## src/rtl/core/kst_pkg.sv

```systemverilog
// Shared types and constants for the keyed slot table core.
package kst_pkg;

  localparam int SLOTS_DEFAULT = 16;

  typedef enum logic [2:0] {
    CMD_INSERT  = 3'd0,
    CMD_REMOVE  = 3'd1,
    CMD_SEARCH  = 3'd2,
    CMD_SORT    = 3'd3,
    CMD_BSEARCH = 3'd4
  } cmd_t;

  typedef enum logic [2:0] {
    STAT_OK       = 3'd0,
    STAT_DUP      = 3'd1,
    STAT_FULL     = 3'd2,
    STAT_NOTFOUND = 3'd3,
    STAT_NOSORT   = 3'd4,
    STAT_INVALID  = 3'd5
  } status_t;

  typedef enum logic [3:0] {
    ST_IDLE,
    ST_SCAN,
    ST_SCAN_CMP,
    ST_SHIFT,
    ST_SHIFT_WR,
    ST_SORT_LOAD,
    ST_SORT_HOLD,
    ST_SORT_RD,
    ST_SORT_CMP,
    ST_SORT_END,
    ST_BS,
    ST_BS_CMP,
    ST_DONE
  } state_t;

  typedef struct packed {
    logic [2:0]         cmd;
    logic [63:0]        key;
    logic [63:0]        tag;
    logic signed [31:0] quantity;
  } req_t;

  typedef struct packed {
    logic [2:0]         status;
    logic [3:0]         found_index;
    logic [4:0]         compare_count;
    logic [63:0]        found_tag;
    logic signed [31:0] found_quantity;
    logic [4:0]         entry_count;
  } rsp_t;

  typedef struct packed {
    logic [63:0]        key;
    logic [63:0]        tag;
    logic signed [31:0] quantity;
  } slot_rec_t;

endpackage

```

## src/rtl/core/kst_ram.sv

```systemverilog
// Generic single write port RAM with one registered read port.
module kst_ram #(
  parameter int WIDTH = 8,
  parameter int DEPTH = 16
) (
  input  logic                     clk,
  input  logic                     we,
  input  logic [$clog2(DEPTH)-1:0] waddr,
  input  logic [WIDTH-1:0]         wdata,
  input  logic [$clog2(DEPTH)-1:0] raddr,
  output logic [WIDTH-1:0]         rdata
);

  logic [WIDTH-1:0] mem [DEPTH];

  always_ff @(posedge clk) begin
    if (we) begin
      mem[waddr] <= wdata;
    end
    rdata <= mem[raddr];
  end

endmodule

```

## src/rtl/core/keyed_slot_table_sort_search_core.sv

```systemverilog
// Keyed slot table: insert, remove, linear search, bubble sort, binary search.
//
//  channel | direction | handshake        | payload
//  --------+-----------+------------------+-----------------------------------
//  req     | in        | req_valid/stall  | cmd, key, tag, quantity
//  rsp     | out       | rsp_valid/stall  | status, index, compares, tag, qty,
//          |           |                  | entry_count
//
// One command at a time; req_stall is high from acceptance until the result
// is loaded into the rsp register. Every slot visit sets the address, then
// compares on the registered read of the single record RAM. Reset clears the
// entry count, state and rsp_valid only; no clearing pass.
// A stalled rsp beat holds; the next command may be taken meanwhile.
module keyed_slot_table_sort_search_core #(
  parameter int SLOTS = kst_pkg::SLOTS_DEFAULT
) (
  input  logic          clk,
  input  logic          rst,
  input  logic          req_valid,
  output logic          req_stall,
  input  kst_pkg::req_t req,
  output logic          rsp_valid,
  input  logic          rsp_stall,
  output kst_pkg::rsp_t rsp
);
  import kst_pkg::*;

  localparam int IW = $clog2(SLOTS);
  localparam int CW = $clog2(SLOTS + 1);
  localparam int RW = $bits(slot_rec_t);

  state_t             state, state_next;
  logic [2:0]         cmd, cmd_next;
  logic [63:0]        key, key_next;
  logic [63:0]        tag, tag_next;
  logic signed [31:0] qty, qty_next;
  logic [CW-1:0]      occ, occ_next;
  logic [CW-1:0]      i, i_next;
  logic [CW-1:0]      cmps, cmps_next;
  logic [CW-1:0]      lo, lo_next;
  logic [CW-1:0]      hi_ex, hi_ex_next;
  logic [CW-1:0]      lim, lim_next;
  slot_rec_t          hold, hold_next;
  status_t            stat, stat_next;
  logic [IW-1:0]      res_idx, res_idx_next;
  logic [63:0]        res_tag, res_tag_next;
  logic signed [31:0] res_qty, res_qty_next;
  logic               rsp_valid_next;
  rsp_t               rsp_next;

  logic               mem_we;
  logic [IW-1:0]      mem_waddr;
  slot_rec_t          mem_wdata;
  logic [IW-1:0]      mem_raddr;
  logic [RW-1:0]      mem_rdata;
  slot_rec_t          rd;

  logic               req_take;
  logic [CW:0]        i_inc;
  logic [CW:0]        mid_sum;
  logic               search_cmd;

  kst_ram #(
    .WIDTH(RW),
    .DEPTH(SLOTS)
  ) u_slots (
    .clk  (clk),
    .we   (mem_we),
    .waddr(mem_waddr),
    .wdata(mem_wdata),
    .raddr(mem_raddr),
    .rdata(mem_rdata)
  );

  assign rd         = slot_rec_t'(mem_rdata);
  assign req_stall  = (state != ST_IDLE);
  assign req_take   = req_valid && !req_stall;
  assign i_inc      = {1'b0, i} + {{CW{1'b0}}, 1'b1};
  assign mid_sum    = ({1'b0, lo} + {1'b0, hi_ex} - {{CW{1'b0}}, 1'b1}) >> 1;
  assign search_cmd = (cmd == CMD_SEARCH) || (cmd == CMD_BSEARCH);

  always_ff @(posedge clk) begin
    if (rst) begin
      state     <= ST_IDLE;
      occ       <= '0;
      rsp_valid <= 1'b0;
    end else begin
      state     <= state_next;
      occ       <= occ_next;
      rsp_valid <= rsp_valid_next;
    end
    cmd     <= cmd_next;
    key     <= key_next;
    tag     <= tag_next;
    qty     <= qty_next;
    i       <= i_next;
    cmps    <= cmps_next;
    lo      <= lo_next;
    hi_ex   <= hi_ex_next;
    lim     <= lim_next;
    hold    <= hold_next;
    stat    <= stat_next;
    res_idx <= res_idx_next;
    res_tag <= res_tag_next;
    res_qty <= res_qty_next;
    rsp     <= rsp_next;
  end

  always_comb begin
    state_next     = state;
    cmd_next       = cmd;
    key_next       = key;
    tag_next       = tag;
    qty_next       = qty;
    occ_next       = occ;
    i_next         = i;
    cmps_next      = cmps;
    lo_next        = lo;
    hi_ex_next     = hi_ex;
    lim_next       = lim;
    hold_next      = hold;
    stat_next      = stat;
    res_idx_next   = res_idx;
    res_tag_next   = res_tag;
    res_qty_next   = res_qty;
    rsp_next       = rsp;
    rsp_valid_next = rsp_valid && rsp_stall;
    mem_we         = 1'b0;
    mem_waddr      = i[IW-1:0];
    mem_wdata      = rd;
    mem_raddr      = i[IW-1:0];

    unique case (state)
      ST_IDLE: begin
        if (req_take) begin
          cmd_next     = req.cmd;
          key_next     = req.key;
          tag_next     = req.tag;
          qty_next     = req.quantity;
          i_next       = '0;
          cmps_next    = '0;
          lo_next      = '0;
          hi_ex_next   = occ;
          lim_next     = occ - CW'(1);
          stat_next    = STAT_OK;
          res_idx_next = '0;
          res_tag_next = '0;
          res_qty_next = '0;
          unique case (req.cmd)
            CMD_INSERT: begin
              if (req.key[63:56] == 8'd0) begin
                stat_next  = STAT_INVALID;
                state_next = ST_DONE;
              end else begin
                state_next = ST_SCAN;
              end
            end
            CMD_REMOVE, CMD_SEARCH: state_next = ST_SCAN;
            CMD_SORT: begin
              if (occ <= CW'(1)) begin
                stat_next  = STAT_NOSORT;
                state_next = ST_DONE;
              end else begin
                state_next = ST_SORT_LOAD;
              end
            end
            CMD_BSEARCH: state_next = ST_BS;
            default:     state_next = ST_DONE;
          endcase
        end
      end

      ST_SCAN: begin
        if (i < occ) begin
          mem_raddr  = i[IW-1:0];
          state_next = ST_SCAN_CMP;
        end else if (cmd == CMD_INSERT) begin
          if (occ >= CW'(SLOTS)) begin
            stat_next = STAT_FULL;
          end else begin
            mem_we    = 1'b1;
            mem_waddr = occ[IW-1:0];
            mem_wdata = '{key: key, tag: tag, quantity: qty};
            occ_next  = occ + CW'(1);
          end
          state_next = ST_DONE;
        end else begin
          stat_next  = STAT_NOTFOUND;
          state_next = ST_DONE;
        end
      end

      ST_SCAN_CMP: begin
        cmps_next = cmps + CW'(1);
        if (rd.key == key) begin
          if (cmd == CMD_INSERT) begin
            stat_next  = STAT_DUP;
            state_next = ST_DONE;
          end else if (cmd == CMD_REMOVE) begin
            state_next = ST_SHIFT;
          end else begin
            res_idx_next = i[IW-1:0];
            res_tag_next = rd.tag;
            res_qty_next = rd.quantity;
            state_next   = ST_DONE;
          end
        end else begin
          i_next     = i_inc[CW-1:0];
          state_next = ST_SCAN;
        end
      end

      // pull the later records down one slot
      ST_SHIFT: begin
        if (i_inc < {1'b0, occ}) begin
          mem_raddr  = i_inc[IW-1:0];
          state_next = ST_SHIFT_WR;
        end else begin
          occ_next   = occ - CW'(1);
          state_next = ST_DONE;
        end
      end

      ST_SHIFT_WR: begin
        mem_we     = 1'b1;
        mem_waddr  = i[IW-1:0];
        mem_wdata  = rd;
        i_next     = i_inc[CW-1:0];
        state_next = ST_SHIFT;
      end

      // one bubble pass: the larger record is carried in hold
      ST_SORT_LOAD: begin
        mem_raddr  = '0;
        i_next     = '0;
        state_next = ST_SORT_HOLD;
      end

      ST_SORT_HOLD: begin
        hold_next  = rd;
        state_next = ST_SORT_RD;
      end

      ST_SORT_RD: begin
        mem_raddr  = i_inc[IW-1:0];
        state_next = ST_SORT_CMP;
      end

      ST_SORT_CMP: begin
        mem_we    = 1'b1;
        mem_waddr = i[IW-1:0];
        if (hold.key > rd.key) begin
          mem_wdata = rd;
        end else begin
          mem_wdata = hold;
          hold_next = rd;
        end
        i_next = i_inc[CW-1:0];
        if (i_inc < {1'b0, lim}) begin
          state_next = ST_SORT_RD;
        end else begin
          state_next = ST_SORT_END;
        end
      end

      ST_SORT_END: begin
        mem_we    = 1'b1;
        mem_waddr = i[IW-1:0];
        mem_wdata = hold;
        lim_next  = lim - CW'(1);
        if (lim == CW'(1)) begin
          state_next = ST_DONE;
        end else begin
          state_next = ST_SORT_LOAD;
        end
      end

      // halving over [lo, hi_ex)
      ST_BS: begin
        if (lo < hi_ex) begin
          i_next     = mid_sum[CW-1:0];
          mem_raddr  = mid_sum[IW-1:0];
          state_next = ST_BS_CMP;
        end else begin
          stat_next  = STAT_NOTFOUND;
          state_next = ST_DONE;
        end
      end

      ST_BS_CMP: begin
        cmps_next = cmps + CW'(1);
        if (rd.key == key) begin
          res_idx_next = i[IW-1:0];
          res_tag_next = rd.tag;
          res_qty_next = rd.quantity;
          state_next   = ST_DONE;
        end else begin
          if (rd.key > key) begin
            hi_ex_next = i;
          end else begin
            lo_next = i_inc[CW-1:0];
          end
          state_next = ST_BS;
        end
      end

      ST_DONE: begin
        if (!rsp_valid || !rsp_stall) begin
          rsp_next.status         = stat;
          rsp_next.found_index    = 4'(res_idx);
          rsp_next.compare_count  = search_cmd ? 5'(cmps) : 5'd0;
          rsp_next.found_tag      = res_tag;
          rsp_next.found_quantity = res_qty;
          rsp_next.entry_count    = 5'(occ);
          rsp_valid_next          = 1'b1;
          state_next              = ST_IDLE;
        end
      end

      default: state_next = ST_IDLE;
    endcase
  end

endmodule

```

## config.mk

```make
export PLATFORM = sky130hd
export DESIGN_NAME = keyed_slot_table_sort_search_core
export DESIGN_NICKNAME = d
export VERILOG_FILES = /design/src/rtl/core/kst_pkg.sv /design/src/rtl/core/kst_ram.sv /design/src/rtl/core/keyed_slot_table_sort_search_core.sv
export SDC_FILE = /design/constraint.sdc
export NUM_CORES = 2
export LEC_CHECK = 0
export BUFFER_PORTS_ARGS = -buffer_cell sky130_fd_sc_hd__buf_2
export CORE_MARGIN = 8
export CORE_UTILIZATION = 40
export DETAILED_ROUTE_END_ITERATION = 6
export PLACE_DENSITY = 0.59
export SLEW_MARGIN = 20
export SYNTH_ARGS = -nofsm -noshare
export SYNTH_HDL_FRONTEND = slang
export SYNTH_SLANG_ARGS = --single-unit
```

## constraint.sdc

```tcl
create_clock -name clk -period 9.8 [get_ports clk]
set_clock_uncertainty 0.15 [all_clocks]
set_input_delay 1.47 -clock clk [delete_from_list [all_inputs] [get_ports clk]]
set_output_delay 1.47 -clock clk [all_outputs]
set_load 0.01 [all_outputs]
```

==> metrics.log <==
INFO  metric critPathCaptureType = register
INFO  metric met3WireLength = 38300 µm
INFO  metric layout.filler_cells = 27700
INFO  metric pin_count_of_the_biggest_net_entering_global_routing = 205
INFO  metric route.detailed.vias_per_inst = 5.87
INFO  metric floorplan.rows = 208
INFO  metric synthCells = 8904
INFO  metric synth_fp_nets = 9231
INFO  metric die-area = 340000 µm²
INFO  metric design.portCount = 282
INFO  metric drt_iter0_drc = 9894
INFO  metric synth.area.top_cells = edfxtp_1, nand2_1, dfxtp_1
INFO  metric setup_viol_count_final = 0
INFO  metric route.final.wire_length = 383000 µm
INFO  metric place.gp.congestion = 0.832
INFO  metric dieHeight = 583 µm
INFO  metric synth_top_area_share = 73.0%
INFO  metric average_instance_area_after_synthesis = 14.4 µm²
INFO  metric cts_tree = yes
INFO  metric ys_seq_area_share = 75.6%
INFO  metric maxCapViolations = 0
INFO  metric max_slew.worst_pin.slew = 1.24 ns
INFO  metric cts.sinks = 3294
INFO  metric post-route-period-util = 64.4%
INFO  metric route.detailed.drc = 0
INFO  metric cp_data_required_time = 10.38 ns
INFO  metric post_synth_num_cell_types = 68
INFO  metric max_slew_margin = 17.1%
INFO  metric drt-pass1-iter-count = 7
INFO  metric syn_to_final_growth = 13.6%
INFO  metric hold_path_depth = 0
INFO  metric cts.htree.levels = 5
INFO  metric clock_path_buffers = 4
INFO  metric cellLeakagePower = 0.0504 µW
INFO  metric global_routing_usage_summed_across_all_routing_layers = 21.6%
INFO  metric timing.setup.tns = 0 ns
INFO  metric dominantRegCellSynth = edfxtp_1
INFO  metric antenna_found_initial = 31
INFO  metric worst_skew_pair.late_latency = 0.91 ns
INFO  metric run_status = complete, no violations
INFO  metric topRoutingLayerUsed = met5
INFO  metric crit_type = register to register
INFO  metric path_max_fanout = 68
INFO  metric slew_viol_final = 0
INFO  metric hold_viol = 0
INFO  metric vias = 80300
INFO  metric clock_period_minus_worst_slack = 6.31 ns
INFO  metric routedWlPerCell = 28.0 µm
INFO  metric synth-seq-cells = 3294
INFO  metric grt_setup_unrepaired = no
INFO  metric clk_transition_reported_paths = 0.06 ns
INFO  metric timing.reg2reg.setup_slack = 3.49 ns
INFO  metric met2RoutedLength = 168000 µm
INFO  metric drt-met1-wl = 167000 µm
INFO  metric timing.hold.worst.class = register to register
INFO  metric power.ir.vdd_worst = 0.268 mV
INFO  metric critical_path.reg2reg.startpoint = i[0]$_DFFE_PP_
INFO  metric synthDominantAreaCellType = edfxtp_1
INFO  metric fmax = 0.158 GHz
INFO  metric hold-path-endpoint = rsp[106]$_DFFE_PP_
INFO  metric final_nets = 9400
INFO  metric share_of_layout_cells_above_drive_strength_1 = 10.5%
INFO  metric design.core.area = 320000 µm²
INFO  metric synthMostInstantiatedCell = edfxtp_1
INFO  metric num_cts_buffers = 340
INFO  metric die_w = 583 µm
INFO  metric async_reset_ff_share = 0%
INFO  metric cts.hold.buffers_added = 0
INFO  metric place_hpwl = 200000 µm
INFO  metric timing.rr.end = u_slots.rdata[109]$_DFF_P_
INFO  metric initial_core_util = 40.1%
INFO  metric synthTopCellsByCount = edfxtp_1, nand2_1, nand3_1
INFO  metric post-cts-setup-buffer-count = 0
INFO  metric timing.critical_path.from_type = register
INFO  metric worst_hold_startpoint = res_idx[0]$_SDFFCE_PN0P_
INFO  metric first_global_vias = 77100
INFO  metric grt_pass1_wl = 546000 µm
INFO  metric ys_warn_count = 0
INFO  metric grt_remaining_overflow = 0
INFO  metric final_antenna_net_count = 0
INFO  metric register_to_register_path_depth = 15
INFO  metric placement.io_buffers = 281
INFO  metric cts.root.buffer_cell = clkbuf_16
INFO  metric critical_path_arrival = 6.90 ns
INFO  metric syn-cell-area = 129000 µm²
INFO  metric post_cts.resized_instances = 0
INFO  metric final.hold.worst_slack = 0.265 ns
INFO  metric synth_enable_flop_cells = 3124
INFO  metric pwr_density_cell = 345 nW/µm²
==> worst max path at each step <==
stage | start | cells after the start | endpoint | slack (ns)
CTS | i[0]$_DFFE_PP_ | 15 | u_slots.rdata[109]$_DFF_P_ | 3.56
finish | i[0]$_DFFE_PP_ | 15 | u_slots.rdata[109]$_DFF_P_ | 3.49
global placement | i[2]$_DFFE_PP_ | 15 | u_slots.rdata[114]$_DFF_P_ | 3.42
detailed placement | i[0]$_DFFE_PP_ | 15 | u_slots.rdata[109]$_DFF_P_ | 3.60
floorplan | occ[1]$_SDFFE_PP0P_ | 12 | u_slots.mem[10][0]$_DFFE_PP_ | 0.03
global route | i[0]$_DFFE_PP_ | 15 | u_slots.rdata[104]$_DFF_P_ | 3.27
==> cell families after synthesis <==
| family | count (synthesis) | synth area share (%) |
|---|---|---|
| compound gates | 1570 | 8.81 |
| buf+inv | 773 | 2.38 |
| xor+xnor | 21 | 0.143 |
| mux | 169 | 1.32 |
| simple gates | 2917 | 10.2 |
| flops | 3294 | 75.6 |
| fa+ha+maj | 160 | 1.56 |
==> state kept, by name, indices dropped and copies added, names as in the netlist, 64 cells and up <==
register and flops:
u_slots.rdata 160, tag 64, hold 160, rsp 113
res_tag 64, u_slots.mem 2560, key 64
==> metal layers <==
metal / vias to the layer above / global-route usage [%]
met5: - / 0
met4: 2 / 5.72
met3: 597 / 4.06
met2: 4126 / 32.6
met1: 41100 / 32.1
li1: 34500 / -
==> critical path, stage by stage (launching register included) <==
cell and delay [ns]:
edfxtp_1 0.63, ha_1 0.34, xnor2_1 0.27, inv_1 0.18, ha_1 0.31, o211a_1 0.14
a21oi_1 0.09, o21ai_1 0.24, and3_1 0.49, a221o_4 0.84, buf_4 0.72, buf_4 0.85
a211oi_1 0.13, a31oi_1 0.20, o22ai_1 0.10, a21oi_1 0.37
==> placed cells by master, fill, tap and decap left out, drive strengths merged, types with 12 or more instances in the layout <==
master and n:
o32ai 14, clkinv 93, a31oi 241, nor3 40, ha 159, clkbuf 486, mux2i 168, a211oi 261
o21ai 52, nand3 491, buf 431, a221oi 34, bufinv 28, a21o 48, edfxtp 3124, nor2 98
a311oi 163, a21oi 313, nor2b 111, a32oi 131, diode 12, nand4 36, o22ai 102, xnor2 13
dfxtp 170, nand2 1739, a221o 164, and3 353, inv 178
==> layout make-up <==
type / instances / area [µm²] / share of cell area, %
antenna: 12 / 30.0 / 0.0206
clock buffer: 486 / 9610 / 6.58
clock inverter: 136 / 1450 / 0.993
inverter: 169 / 642 / 0.440
multi-input combinational: 4837 / 28600 / 19.6
sequential: 3294 / 97200 / 66.6
tap: 4305 / 5390 / 3.69
timing repair buffer: 431 / 3030 / 2.08
==> stage by stage <==
step,cell area [µm²],setup WS (ns),total power [µW],instances,util (%)
CTS,146000,3.56,50300,13700,45.6
detailed placement,135000,3.60,37400,13000,42.1
global route,146000,3.27,52400,13700,45.6
global placement,135000,3.42,37000,13000,42.1
floorplan,129000,0.0315,31300,8904,-
finish,146000,3.49,50300,13700,45.6
==> report_power, final <==
group / switching, µW / total, µW / leakage (µW) / internal, µW
Sequential: 1100 / 21100 / 0.0297 / 20000
Combinational: 11900 / 16300 / 0.0153 / 4380
Clock: 5310 / 12900 / 0.00542 / 7570
(Power assumes the default switching activity.)
